### src/ngsr_pkg.sv
// Package for the n-gram sorted run lookup block.
// Holds the shared types, action codes and register indexes; depends on nothing.
package ngsr_pkg;

   localparam int DATA_W = 16;

   localparam logic [2:0] ACT_PAIR_START = 3'd0;
   localparam logic [2:0] ACT_PAIR_ENTRY = 3'd1;
   localparam logic [2:0] ACT_TRI_START  = 3'd2;
   localparam logic [2:0] ACT_TRI_ENTRY  = 3'd3;
   localparam logic [2:0] ACT_BIGRAM     = 3'd4;
   localparam logic [2:0] ACT_TRIGRAM    = 3'd5;

   localparam logic [1:0] REG_WORD_COUNT = 2'd0;
   localparam logic [1:0] REG_SUCC_COUNT = 2'd1;
   localparam logic [1:0] REG_TRI_COUNT  = 2'd2;
   localparam logic [1:0] REG_START_ID   = 2'd3;

   typedef struct packed {
      logic [12:0] word_count;
      logic [14:0] successor_count;
      logic [14:0] trigram_count;
      logic [15:0] sentence_start_id;
   } cfg_type;

   typedef struct packed {
      logic capture;
      logic write;
      logic level;
      logic second;
      logic take_begin;
      logic clamp;
      logic probe;
      logic compare;
      logic save_pos;
      logic record;
      logic clear_result;
   } cmd_type;

   typedef struct packed {
      logic [2:0] action;
      logic       ctx_miss;
      logic       tri_off;
      logic       run_empty;
      logic       eq;
      logic       more;
   } status_type;

endpackage

### src/ngsr_csr.sv
// Configuration registers of the lookup block behind an APB-style port.
// Depends on ngsr_pkg for the register indexes and the configuration struct.
module ngsr_csr (
   input  logic            clock,
   input  logic            reset,
   input  logic            csr_psel,
   input  logic            csr_penable,
   input  logic            csr_pwrite,
   input  logic [3:0]      csr_paddr,
   input  logic [31:0]     csr_pwdata,
   output logic [31:0]     csr_prdata,
   output logic            csr_pready,
   output ngsr_pkg::cfg_type cfg
);
   import ngsr_pkg::*;

   cfg_type cfg_ff, cfg_in;
   logic    wr;

   assign wr = csr_psel && csr_penable && csr_pwrite;
   assign csr_pready = 1'b1;
   assign cfg = cfg_ff;

   always_comb begin
      cfg_in = cfg_ff;
      if (wr) begin
         case (csr_paddr[3:2])
            REG_WORD_COUNT: cfg_in.word_count = csr_pwdata[12:0];
            REG_SUCC_COUNT: cfg_in.successor_count = csr_pwdata[14:0];
            REG_TRI_COUNT:  cfg_in.trigram_count = csr_pwdata[14:0];
            REG_START_ID:   cfg_in.sentence_start_id = csr_pwdata[15:0];
            default:        cfg_in = cfg_ff;
         endcase
      end
   end

   always_comb begin
      case (csr_paddr[3:2])
         REG_WORD_COUNT: csr_prdata = {19'd0, cfg_ff.word_count};
         REG_SUCC_COUNT: csr_prdata = {17'd0, cfg_ff.successor_count};
         REG_TRI_COUNT:  csr_prdata = {17'd0, cfg_ff.trigram_count};
         REG_START_ID:   csr_prdata = {16'd0, cfg_ff.sentence_start_id};
         default:        csr_prdata = 32'd0;
      endcase
   end

   always_ff @(posedge clock) begin
      if (reset) begin
         cfg_ff <= '{word_count: 13'd0, successor_count: 15'd0,
                    trigram_count: 15'd0, sentence_start_id: 16'hFFFF};
      end else begin
         cfg_ff <= cfg_in;
      end
   end
endmodule

### config.mk
export PLATFORM = sky130hd
export DESIGN_NAME = ngsr_csr
export DESIGN_NICKNAME = d
export VERILOG_FILES = /design/src/ngsr_pkg.sv /design/src/ngsr_csr.sv
export SDC_FILE = /design/constraint.sdc
export NUM_CORES = 1
export LEC_CHECK = 0
export ABC_AREA = 1
export BUFFER_PORTS_ARGS = -buffer_cell sky130_fd_sc_hd__buf_2
export CELL_PAD_IN_SITES_DETAIL_PLACEMENT = 1
export CELL_PAD_IN_SITES_GLOBAL_PLACEMENT = 2
export CORE_MARGIN = 8
export CORE_UTILIZATION = 23
export CTS_CLUSTER_SIZE = 20
export DETAILED_ROUTE_END_ITERATION = 8
export PLACE_DENSITY_LB_ADDON = 0.1
export SLEW_MARGIN = 5
export SYNTH_ARGS = -nofsm -noshare
export SYNTH_HDL_FRONTEND = slang
export SYNTH_SLANG_ARGS = --single-unit
### constraint.sdc
create_clock -name clock -period 1.2 [get_ports clock]
set_clock_uncertainty 0.1 [all_clocks]
set_input_delay 0.12 -clock clock [delete_from_list [all_inputs] [get_ports clock]]
set_output_delay 0.12 -clock clock [all_outputs]
set_load 0.05 [all_outputs]
==> results.cfg <==
[logic_synthesis]
syn_area_mm2 = 0.00281
yosysSeqAreaShare_pct = 42.0
syn-instance-count = 432
ys_types = 15
syn_area_per_cell_um2 = 6.50
ys_warn_count = 0
synth_seq_cells = 59

[pwr]
max-vdd-ir-drop_uv = 543
netSwitchingFraction_pct = 29.3
leakage_uw = 0.00217
p_per_area_mw_per_mm2 = 1240
clkPwrFrac_pct = 44.6
pwr-share-comb_pct = 19.9
power.switching_uw = 1660
pwr-share-seq_pct = 35.5
intPower_uw = 3990

[cells_and_area]
final_cells = 718
post-route-util_pct = 38.1
final_cell_mix = nand2_1, nor2_1, buf_2, nand3_1, dfxtp_2
largest_reg_flops = 59
nets = 607
fill_cells = 1505
mostFrequentLayoutCell = nand2_1
diodes = 0
syn_to_final_growth_pct = 62.1
layout-drive-gt1-share_pct = 43.3

[sta]
finalHoldViolCount = 0
setup_ws_ns = -0.0400
setup_violations = 13
post-route-period-util_pct = 103
timing.hold.ws_ns = 0.125
post-route-min-period_ns = 1.24
fmax_ghz = 0.806
slew_violations = 0
rsz0062_at_grt = true

[floorplanning]
die-height_um = 127
start_util_pct = 23.5
core_area_mm2 = 0.0120
die_x_um = 127
die-area_mm2 = 0.0160
ioPinCount = 133
rows = 40

[worst_hold_path]
hold_class = input port to register

[outcome]
violations = negative setup slack
status = finished with violations

[global_routing]
grtUsageTotal_pct = 14.4
grt_max_degree = 31
grt_pass1_vias = 3412
grt_pass1_wl_um = 18300
grt-ovfl-total = 0
antenna_found_initial = 0

[clocking]
cts.path.max_buffers = 2
root_buffer = clkbuf_16
htree_num_levels = 3
cts_buffers = 9
cts.clk_slew.worst_paths_ns = 0.05
worstSkewPairLatency_ns = 0.32
cts_tree = yes
cts_sinks = 59

[route]
viasPerCell = 4.38
ant_nets = 0
avgRoutedWirePerCell_um = 15.6
wl_um = 11200
first_pass_iters = 4
drt-initial-drc-count = 87
drcViolationCount = 0
vias = 3145

[setup_path]
endpoint_kind = primary output
cp_max_fo = 3
startpoint_type = register
worstPathRequired_ns = 0.98
crit_type = register to primary output
arrival_ns = 1.02

[placed_design]
io_buffers = 97
dp.cells = 684
gp_congestion = 0.748
hpwlAfterDp_um = 8260

[job]
drv_cap = 0
-- kinds of logic (layout without fill, tap and decap cells) --
kind of cell | after synthesis | count (layout) | share of synthesized area, %
buffers and inverters | 62 | 186 | 11.9
AND/OR/NAND/NOR | 309 | 309 | 45.7
other | 2 | 17 | 0.267
flip-flops | 59 | 59 | 42.0
-- synth_stat cells --
library cell  number  share of area [%]
nand2_1          138                 18
nor2_1            90                 12
nand3_1           62                 11
dfxtp_1           59                 42
buf_4             21                5.6
inv_1             20                2.7
buf_2             13                2.3
nand4_1           13                2.9
nor2_2             5                1.1
buf_1              3               0.40
clkbuf_1           3               0.40
conb_1             2               0.27
buf_6              1               0.40
inv_2              1               0.13
nand2_2            1               0.22
-- path summary, 6_finish.rpt --
path,from,end,slack [ns],depth (start not counted)
worst max register to register,cfg[41]$_SDFFE_PP0P_,cfg[41]$_SDFFE_PP0P_,0.40,3
worst max-delay path,cfg[25]$_SDFFE_PP0P_,csr_prdata[9],-0.04,3
worst min-delay path,reset,cfg[12]$_SDFFE_PP1P_,0.13,4
worst min register to register,cfg[12]$_SDFFE_PP1P_,cfg[12]$_SDFFE_PP1P_,0.36,2
-- routing by layer --
layer  global-route usage [%]  wire, µm  up-vias
met5                        0         0        -
met3                     4.73       676        4
met4                     2.97        43        0
li1                         -         -     1589
met2                     26.2      5740       74
met1                     15.8      4730     1478
-- per-stage QoR --
| step | cell area, µm² | TNS, ns | total power, µW | setup WS [ns] |
|---|---|---|---|---|
| finish | 4550 | -0.209 | 5640 | -0.0400 |
| detailed placement | 3820 | -4.54 | 3030 | -0.164 |
| global placement | 3820 | -3.58 | 3020 | -0.150 |
| floorplan | 3030 | 0 | 2740 | 0.000170 |
| global route | 4550 | -1.00 | 5930 | -0.104 |
| CTS | 4480 | -0.519 | 5740 | -0.0572 |
-- final cells by class --
class                           count  area [µm²]  share of cell area, %
Multi-Input combinational cell    326        1460                   32.1
Clock inverter                      3        40.0                  0.879
Timing Repair Buffer              149        1210                   26.7
Inverter                           21        83.8                   1.84
Clock buffer                       13         250                   5.49
Tap cell                          147         184                   4.04
Sequential cell                    59        1320                   29.0
-- power by group through the flow --
stage / Combinational, µW / Clock [µW] / Sequential (µW)
after global placement: 981 / 0 / 2040
after CTS: 1130 / 2610 / 2000
final: 1120 / 2520 / 2000
after floorplan: 555 / 0 / 2190
after detailed placement: 988 / 0 / 2040
after global routing: 1200 / 2720 / 2010
-- worst max-delay path: stages, from the launching register on --
cell and delay, ns:
dfxtp_4 0.35, nand2_2 0.05, nand4_1 0.13, buf_6 0.18
-- what timing repair did --
item                                    4_1_cts  5_1_grt
hold endpoints to repair                     16        0
buffers inserted                              0        1
cloned                                        1        0
hold buffers                                 16        0
endpoints found under the setup margin       16       19
pin swaps                                    24       18
gates resized for setup                      56       28
(Power assumes the default switching activity.)
