--- config.mk ---
export PLATFORM = sky130hd
export DESIGN_NAME = ngsr_ctrl
export DESIGN_NICKNAME = d
export VERILOG_FILES = /design/src/ngsr_pkg.sv /design/src/ngsr_ctrl.sv
export SDC_FILE = /design/constraint.sdc
export NUM_CORES = 1
export LEC_CHECK = 0
export BUFFER_PORTS_ARGS = -buffer_cell sky130_fd_sc_hd__buf_4
export CORE_AREA = 2 2 39 41
export CTS_BUF_LIST = sky130_fd_sc_hd__clkbuf_8
export DETAILED_ROUTE_END_ITERATION = 10
export DIE_AREA = 0 0 41 43
export GPL_TIMING_DRIVEN = 0
export HOLD_SLACK_MARGIN = 0.08
export PLACE_DENSITY = 0.64
export SLEW_MARGIN = 5
export SYNTH_ARGS = -nofsm -noshare
export SYNTH_HDL_FRONTEND = slang
export SYNTH_SLANG_ARGS = --single-unit
--- constraint.sdc ---
create_clock -name clock -period 1.7 [get_ports clock]
set_input_delay 0.085 -clock clock [delete_from_list [all_inputs] [get_ports clock]]
set_output_delay 0.085 -clock clock [all_outputs]
set_load 0.02 [all_outputs]
--- src/ngsr_pkg.sv ---
// Package for the n-gram sorted run lookup block.
// Holds the shared types, action codes and register indexes; depends on nothing.
package ngsr_pkg;

   localparam int DATA_W = 16;

   localparam logic [2:0] ACT_PAIR_START = 3'd0;
   localparam logic [2:0] ACT_PAIR_ENTRY = 3'd1;
   localparam logic [2:0] ACT_TRI_START  = 3'd2;
   localparam logic [2:0] ACT_TRI_ENTRY  = 3'd3;
   localparam logic [2:0] ACT_BIGRAM     = 3'd4;
   localparam logic [2:0] ACT_TRIGRAM    = 3'd5;

   localparam logic [1:0] REG_WORD_COUNT = 2'd0;
   localparam logic [1:0] REG_SUCC_COUNT = 2'd1;
   localparam logic [1:0] REG_TRI_COUNT  = 2'd2;
   localparam logic [1:0] REG_START_ID   = 2'd3;

   typedef struct packed {
      logic [12:0] word_count;
      logic [14:0] successor_count;
      logic [14:0] trigram_count;
      logic [15:0] sentence_start_id;
   } cfg_type;

   typedef struct packed {
      logic capture;
      logic write;
      logic level;
      logic second;
      logic take_begin;
      logic clamp;
      logic probe;
      logic compare;
      logic save_pos;
      logic record;
      logic clear_result;
   } cmd_type;

   typedef struct packed {
      logic [2:0] action;
      logic       ctx_miss;
      logic       tri_off;
      logic       run_empty;
      logic       eq;
      logic       more;
   } status_type;

endpackage

--- src/ngsr_ctrl.sv ---
// Controller of the lookup block: sequences loads, run reads and search probes.
// Depends on ngsr_pkg for the command and status structs.
module ngsr_ctrl (
   input  logic                 clock,
   input  logic                 reset,
   input  logic                 start,
   input  ngsr_pkg::status_type status,
   output ngsr_pkg::cmd_type    cmd,
   output logic                 busy,
   output logic                 rsp_valid
);
   import ngsr_pkg::*;

   localparam logic [2:0] S_IDLE   = 3'd0;
   localparam logic [2:0] S_DECODE = 3'd1;
   localparam logic [2:0] S_RUN0   = 3'd2;
   localparam logic [2:0] S_RUN1   = 3'd3;
   localparam logic [2:0] S_RUN2   = 3'd4;
   localparam logic [2:0] S_PROBE  = 3'd5;
   localparam logic [2:0] S_CMP    = 3'd6;
   localparam logic [2:0] S_DONE   = 3'd7;

   logic [2:0] state_ff, state_in;
   logic       level_ff, level_in;
   logic       final_level;

   assign busy = (state_ff != S_IDLE);
   assign rsp_valid = (state_ff == S_DONE);
   assign final_level = level_ff || (status.action == ACT_BIGRAM);

   always_comb begin
      state_in = state_ff;
      level_in = level_ff;
      cmd = '0;
      cmd.level = level_ff;
      case (state_ff)
         S_IDLE: begin
            if (start) begin
               cmd.capture = 1'b1;
               state_in = S_DECODE;
            end
         end
         S_DECODE: begin
            level_in = 1'b0;
            case (status.action)
               ACT_PAIR_START, ACT_PAIR_ENTRY, ACT_TRI_START, ACT_TRI_ENTRY: begin
                  cmd.write = 1'b1;
                  state_in = S_IDLE;
               end
               ACT_BIGRAM, ACT_TRIGRAM: begin
                  cmd.clear_result = 1'b1;
                  if (status.ctx_miss ||
                      (status.action == ACT_TRIGRAM && status.tri_off)) begin
                     state_in = S_DONE;
                  end else begin
                     state_in = S_RUN0;
                  end
               end
               default: state_in = S_IDLE;
            endcase
         end
         S_RUN0: state_in = S_RUN1;
         S_RUN1: begin
            cmd.take_begin = 1'b1;
            cmd.second = 1'b1;
            state_in = S_RUN2;
         end
         S_RUN2: begin
            cmd.clamp = 1'b1;
            state_in = status.run_empty ? S_DONE : S_PROBE;
         end
         S_PROBE: begin
            cmd.probe = 1'b1;
            state_in = S_CMP;
         end
         S_CMP: begin
            if (status.eq) begin
               if (final_level) begin
                  cmd.record = 1'b1;
                  state_in = S_DONE;
               end else begin
                  cmd.save_pos = 1'b1;
                  level_in = 1'b1;
                  state_in = S_RUN0;
               end
            end else begin
               cmd.compare = 1'b1;
               state_in = status.more ? S_PROBE : S_DONE;
            end
         end
         S_DONE: state_in = S_IDLE;
         default: state_in = S_IDLE;
      endcase
   end

   always_ff @(posedge clock) begin
      if (reset) begin
         state_ff <= S_IDLE;
         level_ff <= 1'b0;
      end else begin
         state_ff <= state_in;
         level_ff <= level_in;
      end
   end

`ifndef SYNTH
   a_accept_decodes: assert property (@(posedge clock) disable iff (reset)
      (start && !busy) |=> (state_ff == S_DECODE)) else $error("accept did not decode");
   a_done_returns: assert property (@(posedge clock) disable iff (reset)
      rsp_valid |=> !rsp_valid && !busy) else $error("result strobe not single");
   a_write_decode: assert property (@(posedge clock) disable iff (reset)
      cmd.write |-> (state_ff == S_DECODE) && !status.action[2])
      else $error("store write outside load decode");
   a_record_final: assert property (@(posedge clock) disable iff (reset)
      cmd.record |-> (state_ff == S_CMP) && status.eq) else $error("record without match");
`endif
endmodule

==> metrics.cfg <==
[die]
coreArea_um2=1380
die_w_um=41
initial_core_util_pct=26.5
ios=24
fp.dieH_um=43
num_rows=14
dieArea_um2=1760

[timing]
hold_ws_ns=0.205
tns_ns=0
min_period_ns=1.51
worst_slew_pin_slew_ns=0.265
finalCritPeriodShare_pct=89.0
setup_ws_ns=0.187
slew_viol_final=0
final_hold_viol_count=0
rsz0062_at_grt=false
max-slew-margin-rel_pct=82.1
clock_skew_ns=0.00339
finalSetupViolCount=0
fmax_mhz=661

[clock_network]
cts_resized=0
clockBufferDepth=2
htreeDepth=1
clk_latency_ns=0.22
cts.sinks=4
clock-root-buffer=clkbuf_8
tritoncts=yes
cts_setup_buffers=0
clk_pin_slew_ns=0.03
cts_buffers=3

[critical_path]
cpMostUsedCell=buf_4
crit_family=simple AND/OR/NAND/NOR gates
path_cells=buf_4, or3b_4, nor2_1, buf_4
cp-end-kind=output port
start_kind=flop
critPathRequiredTime_ns=1.62
slowest_stage=or3b_4
crit_arrival_ns=1.43
criticalPathCategory=reg -> out
cp_slowest_stage_delay_ns=0.41
path_buf_inv=2
cp_max_fo=10

[route]
wl_per_cell_um=10.9
antenna_left=0
vias_per_cell=4.65
drcViolationCount=0
vias=432
drt-total-wl_um=1010
dr.pass1.iters=3
drt_iter0_drc=6

[cells_and_area]
final_nets=90
area_growth_pct=66.6
layout_commonest_cell=buf_4
diodes=0
nFillCells=150
drive_above_1_share_pct=41.6
mostFrequentLayoutCells=buf_4, nor2_1, inv_1

[pwr]
p_leak_nw=0.305
power_density_nw_per_um2=1010
p_total_w=0.000616
ir_drop_mv=0.479

[global_routing]
grt_max_degree=11
grt_pass1_vias=379
antenna_found_initial=0
grt_pass1_wl_um=1480
overflow=0
grt_util_all_layers_pct=13.6

[run]
max-cap-violations=0

[logic_synthesis]
synth_warnings=0
ys_ff_latch=4
avgSynthCellArea_um2=7.33
netlist_area_um2=367
yosysSeqAreaShare_pct=21.8
synth_nets=61
yosysUniqueCellTypes=24
syn-instance-count=50

[run_status]
status=completed

[placed_design]
dp_hpwl_um=730
dp_slack_ns=0.350
io_buffers=23
place.gp.congestion=0.779

[min_path]
hold_path.class=in -> reg

area by class of cell:
type | count | area (um^2) | area share (%)
plain buffers | 4 | 33.8 | 5.53
clock buffers | 3 | 41.3 | 6.76
inverters | 6 | 22.5 | 3.69
multi-input cells | 36 | 230 | 37.7
flip-flops and latches | 4 | 80.1 | 13.1
well taps | 16 | 20.0 | 3.28
repair buffers | 24 | 183 | 29.9
per-stage QoR:
| step | instances | utilization (%) | instance area, um^2 |
|---|---|---|---|
| 5_1_grt | 93 | 44.1 | 611 |
| 4_1_cts | 93 | 44.1 | 611 |
| 3_3_place_gp | 89 | 40.4 | 559 |
| 3_5_place_dp | 89 | 40.4 | 559 |
| 2_1_floorplan | 50 | - | 367 |
| 6_report | 93 | 44.1 | 611 |
power by group:
part | switching, W | total (W) | internal (W)
Clock | 0.0000511 | 0.000202 | 0.000151
Sequential | 0.0000157 | 0.000127 | 0.000111
Combinational | 0.000149 | 0.000287 | 0.000137
per-layer routing:
layer	vias up	global-route usage, %	share of wire, %
met3	4	3.14	8.1
met2	23	18.1	43
met1	180	15.2	44
li1	225	-	-
met5	-	0	0
met4	0	16.0	4.6
sequential cells by signal, summed over array words and instances (netlist names):
register,cells
level_ff,1
state_ff,3
worst reg2reg max path: stages, from the launching register on:
cell,delay (ns)
dfxtp_1,0.29
buf_4,0.15
or3b_4,0.41
nor4_4,0.28
a311o_1,0.14
Yosys cell counts:
cell type	n	area [um^2]
or3b_4	1	11.3
nand2b_1	4	25.0
or3_1	1	6.26
a311o_1	1	10.0
o221a_1	1	11.3
nand2_1	4	15.0
a31oi_1	1	6.26
o21ai_0	1	5.00
nor4_4	1	21.3
nor4b_1	1	8.76
or3b_1	1	8.76
buf_6	1	11.3
dfxtp_1	4	80.1
nand4b_1	1	8.76
nand4_1	1	6.26
a31o_1	1	8.76
nor2b_1	3	18.8
inv_1	6	22.5
nor3_1	1	5.00
nor2_1	8	30.0
o22ai_1	1	6.26
buf_4	3	22.5
nand3b_1	1	7.51
a21oi_1	2	10.0
repair_timing:
item,in CTS,in global routing
hold buffers,1,0
setup endpoints to repair,0,0
hold endpoints to repair,1,0
path summary, 6_finish.rpt:
kind                               to  cells past startpoint                startpoint  slack (ns)
max                            cmd[0]                      4  state_ff[0]$_SDFFE_PP0P_        0.19
min          state_ff[0]$_SDFFE_PP0P_                      4                     start        0.20
max reg2reg  state_ff[2]$_SDFFE_PP0P_                      4  state_ff[0]$_SDFFE_PP0P_        0.37
min reg2reg     level_ff$_SDFFE_PP0P_                      2     level_ff$_SDFFE_PP0P_        0.54
cell families (layout without fill, tap and decap cells):
family | after synthesis | in the layout | share of synthesized area, %
buffers and inverters | 10 | 37 | 15.4
DFF | 4 | 4 | 21.8
AOI/OAI and AO/OA | 8 | 8 | 15.7
and+or+nand+nor | 28 | 28 | 47.1
Note: power is estimated with default switching activity, not from simulation.
